## src/crlf_pkg.sv

```systemverilog
// shared constants and control types for the crlf response framer
`timescale 1ns / 1ps

package crlf_pkg;

	localparam int RESP_LEN = 64;
	localparam int IDX_W    = 6;

	localparam logic [IDX_W-1:0] IDX_MAX = IDX_W'(RESP_LEN - 1);

	localparam logic [7:0] CH_NUL = 8'h00;
	localparam logic [7:0] CH_CR  = 8'h0d;
	localparam logic [7:0] CH_LF  = 8'h0a;

	// framing states
	localparam logic [2:0] FR_IDLE = 3'd0;
	localparam logic [2:0] FR_CR   = 3'd1;
	localparam logic [2:0] FR_OPEN = 3'd2;
	localparam logic [2:0] FR_TEXT = 3'd3;
	localparam logic [2:0] FR_CR2  = 3'd4;

	// sequencer states
	localparam logic [1:0] SQ_IN    = 2'd0;
	localparam logic [1:0] SQ_FETCH = 2'd1;
	localparam logic [1:0] SQ_PUSH  = 2'd2;

	typedef struct packed {
		logic store;
		logic clr_idx;
		logic start_run;
		logic fetch_next;
		logic push;
	} crlf_cmd_t;

	typedef struct packed {
		logic byte_nul;
		logic byte_cr;
		logic byte_lf;
		logic idx_zero;
		logic run_last;
		logic out_free;
	} crlf_status_t;

endpackage

```

## src/crlf_response_framer_top.sv

```systemverilog
// Finds CR LF text CR LF responses in a byte stream and emits each response
// one byte per output word, with its position, the response length and a last
// flag. Zero bytes are ignored. Text beyond 63 bytes is dropped, and bytes of
// an aborted frame are kept and emitted with the next complete frame. An input
// byte is taken every cycle while no response is being emitted. On the closing
// LF of a frame with stored text the input stalls and the stored response is
// sent out word by word, each word by a registered read of the response store
// followed by the load of the output register, and the input is held, also
// while the output stalls, until the last word is loaded. No clearing pass.
`timescale 1ns / 1ps

module crlf_response_framer_top (
	input  logic                        clk,
	input  logic                        arst_n,
	input  logic                        in_valid,
	output logic                        in_ready,
	input  logic [7:0]                  rx_byte,
	output logic                        out_valid,
	input  logic                        out_ready,
	output logic [7:0]                  resp_byte,
	output logic [crlf_pkg::IDX_W-1:0]  byte_index,
	output logic [crlf_pkg::IDX_W-1:0]  resp_length,
	output logic                        last
);

	crlf_pkg::crlf_cmd_t    cmd;
	crlf_pkg::crlf_status_t st;

	crlf_ctrl u_ctrl (
		.clk      (clk),
		.arst_n   (arst_n),
		.in_valid (in_valid),
		.in_ready (in_ready),
		.st       (st),
		.cmd      (cmd)
	);

	crlf_dp u_dp (
		.clk         (clk),
		.arst_n      (arst_n),
		.rx_byte     (rx_byte),
		.out_ready   (out_ready),
		.cmd         (cmd),
		.st          (st),
		.out_valid   (out_valid),
		.resp_byte   (resp_byte),
		.byte_index  (byte_index),
		.resp_length (resp_length),
		.last        (last)
	);

endmodule

```

## src/crlf_dp.sv

```systemverilog
// datapath: response store, index counters and output word register
`timescale 1ns / 1ps

module crlf_dp (
	input  logic                        clk,
	input  logic                        arst_n,
	input  logic [7:0]                  rx_byte,
	input  logic                        out_ready,
	input  crlf_pkg::crlf_cmd_t         cmd,
	output crlf_pkg::crlf_status_t      st,
	output logic                        out_valid,
	output logic [7:0]                  resp_byte,
	output logic [crlf_pkg::IDX_W-1:0]  byte_index,
	output logic [crlf_pkg::IDX_W-1:0]  resp_length,
	output logic                        last
);

	logic [7:0]                 mem [crlf_pkg::RESP_LEN];
	logic [7:0]                 rd_data_q;
	logic [crlf_pkg::IDX_W-1:0] char_idx_q;
	logic [crlf_pkg::IDX_W-1:0] rd_idx_q;
	logic [crlf_pkg::IDX_W-1:0] len_q;
	logic                       out_valid_q;
	logic [7:0]                 resp_byte_q;
	logic [crlf_pkg::IDX_W-1:0] byte_index_q;
	logic [crlf_pkg::IDX_W-1:0] resp_length_q;
	logic                       last_q;
	logic                       run_last;

	assign run_last = (rd_idx_q == (len_q - crlf_pkg::IDX_W'(1)));

	always_comb begin
		st.byte_nul = (rx_byte == crlf_pkg::CH_NUL);
		st.byte_cr  = (rx_byte == crlf_pkg::CH_CR);
		st.byte_lf  = (rx_byte == crlf_pkg::CH_LF);
		st.idx_zero = (char_idx_q == '0);
		st.run_last = run_last;
		st.out_free = !out_valid_q || out_ready;
	end

	// store write, registered read
	always_ff @(posedge clk) begin
		if (cmd.store) begin
			mem[char_idx_q] <= rx_byte;
		end
		rd_data_q <= mem[rd_idx_q];
	end

	always_ff @(posedge clk or negedge arst_n) begin
		if (!arst_n) begin
			char_idx_q <= '0;
			rd_idx_q   <= '0;
			len_q      <= '0;
		end else begin
			// index saturates on the last slot
			if (cmd.clr_idx) begin
				char_idx_q <= '0;
			end else if (cmd.store && (char_idx_q < crlf_pkg::IDX_MAX)) begin
				char_idx_q <= char_idx_q + crlf_pkg::IDX_W'(1);
			end
			if (cmd.start_run) begin
				len_q    <= char_idx_q;
				rd_idx_q <= '0;
			end else if (cmd.fetch_next) begin
				rd_idx_q <= rd_idx_q + crlf_pkg::IDX_W'(1);
			end
		end
	end

	always_ff @(posedge clk or negedge arst_n) begin
		if (!arst_n) begin
			out_valid_q <= 1'b0;
		end else if (cmd.push) begin
			out_valid_q <= 1'b1;
		end else if (out_ready) begin
			out_valid_q <= 1'b0;
		end
	end

	always_ff @(posedge clk) begin
		if (cmd.push) begin
			resp_byte_q   <= rd_data_q;
			byte_index_q  <= rd_idx_q;
			resp_length_q <= len_q;
			last_q        <= run_last;
		end
	end

	assign out_valid   = out_valid_q;
	assign resp_byte   = resp_byte_q;
	assign byte_index  = byte_index_q;
	assign resp_length = resp_length_q;
	assign last        = last_q;

endmodule

```

## src/crlf_ctrl.sv

```systemverilog
// controller: framing state machine and emit sequencer
`timescale 1ns / 1ps

module crlf_ctrl (
	input  logic                    clk,
	input  logic                    arst_n,
	input  logic                    in_valid,
	output logic                    in_ready,
	input  crlf_pkg::crlf_status_t  st,
	output crlf_pkg::crlf_cmd_t     cmd
);

	logic [2:0] frame_q;
	logic [2:0] frame_d;
	logic [1:0] seq_q;
	logic [1:0] seq_d;

	assign in_ready = (seq_q == crlf_pkg::SQ_IN);

	always_comb begin
		frame_d = frame_q;
		seq_d   = seq_q;
		cmd     = '0;
		case (seq_q)
			crlf_pkg::SQ_IN: begin
				if (in_valid && !st.byte_nul) begin
					if (st.byte_cr) begin
						if (frame_q == crlf_pkg::FR_IDLE) begin
							frame_d = crlf_pkg::FR_CR;
						end else if (frame_q == crlf_pkg::FR_TEXT) begin
							frame_d = crlf_pkg::FR_CR2;
						end
					end else if (st.byte_lf) begin
						if (frame_q inside {crlf_pkg::FR_CR, crlf_pkg::FR_OPEN}) begin
							frame_d = crlf_pkg::FR_OPEN;
						end else if (frame_q == crlf_pkg::FR_CR2) begin
							// frame closed: emit stored text and restart the index
							frame_d     = crlf_pkg::FR_IDLE;
							cmd.clr_idx = 1'b1;
							if (!st.idx_zero) begin
								cmd.start_run = 1'b1;
								seq_d         = crlf_pkg::SQ_FETCH;
							end
						end else begin
							frame_d = crlf_pkg::FR_IDLE;
						end
					end else begin
						if (frame_q inside {crlf_pkg::FR_OPEN, crlf_pkg::FR_TEXT}) begin
							frame_d   = crlf_pkg::FR_TEXT;
							cmd.store = 1'b1;
						end else begin
							frame_d = crlf_pkg::FR_IDLE;
						end
					end
				end
			end
			crlf_pkg::SQ_FETCH: begin
				seq_d = crlf_pkg::SQ_PUSH;
			end
			crlf_pkg::SQ_PUSH: begin
				if (st.out_free) begin
					cmd.push = 1'b1;
					if (st.run_last) begin
						seq_d = crlf_pkg::SQ_IN;
					end else begin
						cmd.fetch_next = 1'b1;
						seq_d          = crlf_pkg::SQ_FETCH;
					end
				end
			end
			default: begin
				seq_d = crlf_pkg::SQ_IN;
			end
		endcase
	end

	always_ff @(posedge clk or negedge arst_n) begin
		if (!arst_n) begin
			frame_q <= crlf_pkg::FR_IDLE;
			seq_q   <= crlf_pkg::SQ_IN;
		end else begin
			frame_q <= frame_d;
			seq_q   <= seq_d;
		end
	end

	// a word is pushed only into a free output register
	assert property (@(posedge clk) disable iff (!arst_n)
		cmd.push |-> st.out_free)
		else $error("push into occupied output register");

	// a run always begins with a store fetch
	assert property (@(posedge clk) disable iff (!arst_n)
		cmd.start_run |=> (seq_q == crlf_pkg::SQ_FETCH))
		else $error("run start did not fetch");

	// framer is idle for the whole emit run
	assert property (@(posedge clk) disable iff (!arst_n)
		(seq_q != crlf_pkg::SQ_IN) |-> (frame_q == crlf_pkg::FR_IDLE))
		else $error("framer not idle during emit");

	// no text is stored while emitting
	assert property (@(posedge clk) disable iff (!arst_n)
		cmd.store |-> (seq_q == crlf_pkg::SQ_IN) && in_valid)
		else $error("store outside input phase");

endmodule
```

## config.mk

```make
export PLATFORM = sky130hd
export DESIGN_NAME = crlf_response_framer_top
export DESIGN_NICKNAME = d
export VERILOG_FILES = /design/src/crlf_pkg.sv /design/src/crlf_response_framer_top.sv /design/src/crlf_dp.sv /design/src/crlf_ctrl.sv
export SDC_FILE = /design/constraint.sdc
export NUM_CORES = 1
export LEC_CHECK = 0
export BUFFER_PORTS_ARGS = -buffer_cell sky130_fd_sc_hd__buf_2
export CAP_MARGIN = 20
export CORE_UTILIZATION = 55
export CTS_BUF_LIST = sky130_fd_sc_hd__clkbuf_4 sky130_fd_sc_hd__clkbuf_8 sky130_fd_sc_hd__clkbuf_16
export CTS_CLUSTER_DIAMETER = 150
export CTS_CLUSTER_SIZE = 30
export DETAILED_ROUTE_END_ITERATION = 8
export GPL_ROUTABILITY_DRIVEN = 1
export PLACE_DENSITY = 0.72
export SETUP_SLACK_MARGIN = 0.05
export SLEW_MARGIN = 20
export SYNTH_ARGS = -nofsm -noshare
export SYNTH_HDL_FRONTEND = slang
export SYNTH_HIERARCHICAL = 1
export SYNTH_SLANG_ARGS = --single-unit
```

## constraint.sdc

```tcl
create_clock -name clk -period 5.4 [get_ports clk]
set_input_delay 1.62 -clock clk [delete_from_list [all_inputs] [get_ports clk]]
set_output_delay 1.62 -clock clk [all_outputs]
set_load 0.005 [all_outputs]
```

Word level (Yosys, flattened, before mapping)
Memories as Yosys holds them, arrays and structs flattened. A register that Yosys moved wholly into a read port is not among the register bits.
Index checks and enable logic that the tools add are counted.
{"block": "word_totals", "reg_bits": 45, "ramBits": 512, "inputBits": 12, "output_inout_bits": 23, "elab_cells": 83, "memories": 1}
{"block": "op_classes", "addsub": 3, "magnitude_cmp": 1, "n_eq_ne": 17, "muxes": 35, "n_reduce_logical": 16}
{"name": "u_dp.mem", "words": 64, "width": 8, "read_ports": 1, "rd_ports_with_merged_regs": 1, "write_ports": 1, "line_no": "crlf_dp.sv:18", "source": "logic [7:0] mem [crlf_pkg::RESP_LEN];"}
{"operator": "2-bit two-way mux", "count": 15}
{"operator": "6-bit two-way mux", "count": 4}
{"operator": "3-bit two-way mux", "count": 6}
{"operator": "8-bit by 4-bit == test with 1-bit output, second input constant", "count": 2}
{"operator": "6-bit by 1-bit adder with 6-bit output, second input constant", "count": 2}
{"operator": "2-bit nonzero test", "count": 5}
{"operator": "1-bit two-way mux", "count": 9}
{"operator": "8-bit logical NOT", "count": 1}
{"operator": "2-bit inequality test, second input constant", "count": 4}
{"operator": "7-bit AND reduction", "count": 1}
{"operator": "3-bit by 2-bit == test with 1-bit output, second input constant", "count": 2}
{"operator": "6-bit == test", "count": 1}
{"operator": "6-bit logical NOT", "count": 1}
{"operator": "6-bit less-than comparator, second input constant", "count": 1}
{"operator": "2-bit by 1-bit inequality test with 1-bit output, second input constant", "count": 3}
{"operator": "2-bit one-hot mux with 3 select lines", "count": 1}
{"operator": "6-bit by 1-bit subtractor with 6-bit output, second input constant", "count": 1}
{"operator": "3-bit by 1-bit == test with 1-bit output, second input constant", "count": 1}
{"operator": "3-bit == test, second input constant", "count": 1}
{"operator": "3-bit logical NOT", "count": 1}
{"operator": "3-bit by 1-bit inequality test with 1-bit output, second input constant", "count": 1}
{"operator": "3-bit AND reduction", "count": 1}
{"operator": "2-bit by 1-bit == test with 1-bit output, second input constant", "count": 1}
{"operator": "2-bit == test, second input constant", "count": 1}
{"operator": "4 further kinds", "count": 6}

Depth between registers and ports, before layout
{"block": "logic_depth", "word_depth": 11, "mapped_depth": 13, "mapped_depth_nobuf": 10}

Hierarchy
Netlist, hierarchy kept.
{"module": "crlf_dp", "n_inst": 1, "cells_per_inst": 1153, "area_each_um2": 21928.5, "seq_area_each_um2": 16641.0}
{"module": "crlf_ctrl", "n_inst": 1, "cells_per_inst": 31, "area_each_um2": 315.3, "seq_area_each_um2": 125.1}

Least setup slack after synthesis
No wires, ideal clock.
{"block": "synth_timing", "path_kind": "in2reg", "startpoint": "input port rx_byte[2]", "endpoint": "memory u_dp.mem[59][0], enable pin", "setup_time_ns": 0.371, "arrival_ns": 3.472, "t_required_ns": 5.029, "path_slack_ns": 1.558, "stages": 8, "n_path_buf": 1, "path_cell_list": "nor4_1 > and2_1 > nor4b_4 > and4_1 > clkbuf_1 > nor2b_1 > nand3_1 > nor2_1"}
{"element": "start: declaration", "line_no": "crlf_response_framer_top.sv:17", "source": "input logic [7:0] rx_byte,"}
{"element": "end: declaration", "line_no": "crlf_dp.sv:18"}

==> results_dict.tcl <==
set metrics [dict create \
    outcome "finished clean" \
    whs_ns 0.409 \
    use_met2_pct 37.6 \
    worstSetupStartpointType "input pin" \
    gr-usage-met3_pct 3.95 \
    synthDistinctLibCells 55 \
    async_flop_share_pct 4.25 \
    place_congestion 0.870 \
    synth_compound_area_share_pct 5.38 \
    synthMuxAreaShare_pct 12.6 \
    synth_xor_area_share_pct 0.551 \
    first_pass_iters 7 \
    cts_root_buffer "clkbuf_16" \
    wl_per_cell_um 27.7 \
    syn_to_final_growth_pct 5.89 \
    grt_max_degree 69 \
    die_w_um 203 \
    fin_tns_setup_ns 0 \
    grt_pass1_vias 10823 \
    synth_cells 1184 \
    pwr-share-clk_pct 27.5 \
    grtUsageTotal_pct 23.9 \
    postCtsSetupRepairBufs 0 \
    cts_tree "done" \
    dieArea_um2 41300 \
    synth_adder_area_share_pct 0.225 \
    grtUsageMet1_pct 34.9 \
    slew_headroom_pct 28.8 \
    drive_gt1_share_pct 15.7 \
    via_per_inst 6.40 \
    swShare_pct 21.9 \
    cts_htree_levels 1 \
    worst_slack_ns 0.882 \
    vias 11181 \
    period_share_pct 83.7 \
    ys_warn_count 6 \
    power.share.combinational_pct 7.1 \
    ctsResizeCount 0 \
    synth_area_um2 22200 \
    num_rows 73 \
    synth_top_family_by_area "multiplexers" \
    start_util_pct 55.9 \
    die_h_um 203 \
    synthSimpleGateAreaFrac_pct 3.42 \
    seq_power_share_pct 65.4 \
    cts.sinks 565 \
    nNetsFinal 1222 \
    antenna_found_initial 3 \
    ys_seq_elements 565 \
    clock.fmax_ghz 0.221 \
    cp-end-kind "register" \
    rsz0062_at_grt "no" \
    worst_slew_pin_slew_ns 1.06 \
    clk_pin_slew_worst_paths_ns 0.11 \
    postRouteAntennaNets 0 \
    finClkSkew_ns 0.0139 \
    clock_latency_ns 0.56 \
    leakage_nw 7.06 \
    ir_drop_v 0.000213 \
    ios 35 \
    drv_slew 0 \
    fin_crit_ns 4.52 \
    synthesis.nets 1200 \
    finalHoldViolations 0 \
    overflow 0 \
    synth_area_per_cell_um2 18.8 \
    grt_pass1_wl_um 71300 \
    dp_hpwl_um 30800 \
    max-cap-violations 0 \
    cts_hold_buffers 0 \
    cp_data_required_time_ns 5.64 \
    drc_errors 0 \
    coreArea_um2 39800 \
    grt.busiest_layer "met2" \
    routed_wl_um 48400 \
    path_class "in2reg" \
    synth_edf_count 533 \
    power_density_nw_per_um2 325 \
    crit_fanout 9 \
    synth_ff_type "edfxtp_1" \
    io_buffers 34 \
    cts_inserted_buffers 22 \
    setup_viol 0 \
    p_switching_mw 1.68 \
    worstPathArrival_ns 4.76 \
    hold_path_class "reg2reg" \
    p_int_mw 5.98 \
    seq_area_frac_synth_pct 75.4 \
    post-place-ws_ns 0.271 \
    clockBufferDepth 3 \
    final_util_pct 59.1 \
    first_iter_violations 1223 \
]
worst max-delay path, cell delays in order:
cell,delay (ns)
buf_2,0.14
nor4_1,0.75
nand2_1,0.17
nor4b_1,0.54
nor2_1,0.13
and4_1,0.32
nor2b_1,0.20
nand2_1,0.54
nor2_1,0.36
kinds of logic (layout without fill, tap and decap cells):
logic type,count (synthesis),after routing
DFF,565,565
muxes,195,195
AOI/OAI and AO/OA,167,167
and+or+nand+nor,160,160
buffers and inverters,79,117
xor gates and xnor gates,14,14
adders and majority gates,4,4
other,0,1
routing by layer:
layer / wire length (um) / share of wire, % / vias up
li1: - / - / 4806
met1: 20000 / 41 / 5829
met2: 23000 / 48 / 481
met3: 4000 / 8.3 / 65
met4: 1380 / 2.8 / 0
met5: 0 / 0 / -
cell usage in the layout, fill, tap and decap left out, types with 5 or more instances in the layout:
master,netlist,final
dfrtp_1,24,22
a211oi_1,15,15
o21ai_1,7,7
inv_1,10,10
buf_4,7,31
xnor2_1,7,7
clkbuf_4,0,16
mux2i_1,122,122
clkbuf_16,0,23
dfxtp_1,8,8
a221oi_2,7,7
edfxtp_1,533,533
o22ai_1,15,15
xor2_1,7,7
nor2_1,89,89
buf_2,10,34
a21oi_1,24,24
a221oi_1,30,30
nand3_1,12,12
a21o_1,7,7
o21ai_0,31,31
nand2_1,17,17
o221ai_1,15,15
a22oi_1,10,10
mux4_2,68,68
mux2_2,5,5
nand3b_1,7,7
metrics by stage:
step | instance area, um^2 | power, mW | instances
after floorplan | 22200 | 5.41 | 1184
after global placement | 22900 | 5.63 | 1707
after detailed placement | 22900 | 5.65 | 1707
after CTS | 23600 | 7.69 | 1747
after global routing | 23600 | 7.89 | 1747
final | 23600 | 7.66 | 1748
worst paths after layout:
path	from	end	slack (ns)	depth (start not counted)
setup / recovery	rx_byte[7]	u_dp/mem[17][5]	0.88	9
hold / removal	u_dp/rd_data_q[1]	u_dp/resp_byte[1]	0.41	0
setup reg to reg	u_dp/rd_idx_q[2]	u_dp/rd_data_q[7]	2.09	6
hold reg to reg	u_dp/rd_data_q[1]	u_dp/resp_byte[1]	0.41	0
max in group asynchronous	arst_n	u_dp/rd_idx_q[0]	3.89	1
min in group asynchronous	arst_n	u_dp/len_q[1]	1.06	1
flip-flops by register name, indices dropped and copies added (netlist names), 6 cells and up:
| name | count |
|---|---|
| u_dp/mem | 512 |
| u_dp/rd_idx_q | 6 |
| u_dp/resp_length | 6 |
| u_dp/byte_index | 6 |
| u_dp/char_idx_q | 6 |
| u_dp/rd_data_q | 8 |
| u_dp/len_q | 6 |
| u_dp/resp_byte | 8 |
power groups by stage:
stage          Clock [mW]  Combinational, mW  Sequential [mW]
6_report             2.10              0.546             5.00
5_1_grt              2.28              0.585             5.02
4_1_cts              2.14              0.546             5.01
3_5_place_dp            0              0.546             5.10
3_3_place_gp            0              0.533             5.10
2_1_floorplan           0              0.387             5.03
Yosys cell counts, types with 2 or more instances:
cell      number  area share, %
a211oi_1      15           0.51
a21o_1         7           0.24
a21oi_1       24           0.54
a221oi_1      30            1.2
a221oi_2       7           0.47
a22oi_1       10           0.34
and2_1         2          0.056
buf_1          3          0.051
buf_12         8           0.72
buf_2         10           0.23
buf_4          7           0.24
buf_6          8           0.41
clkbuf_1      31           0.52
dfrtp_1       24            2.7
dfxtp_1        8           0.72
edfxtp_1     533             72
ha_1           4           0.23
inv_1         10           0.17
mux2_2         5           0.25
mux2i_1      122            5.5
mux4_2        68            6.9
nand2_1       17           0.29
nand2b_1       3          0.084
nand3_1       12           0.27
nand3b_1       7           0.24
nand4_1        4           0.11
nor2_1        89            1.5
nor2b_1        5           0.14
nor3_1         4          0.090
nor3b_1        2          0.067
nor4_1         3          0.084
o21ai_0       31           0.70
o21ai_1        7           0.16
o221ai_1      15           0.59
o22ai_1       15           0.42
or3_1          3          0.084
xnor2_1        7           0.28
xor2_1         7           0.28
layout make-up:
class	instances	area, um^2
multi-input combinational	540	4940
clock buffer	39	696
fill	2901	16300
antenna	1	2.50
sequential	565	16800
timing repair buffer	67	443
clock inverter	1	6.26
tap	525	657
inverter	10	37.5
Power figures use the tool's default switching activity.
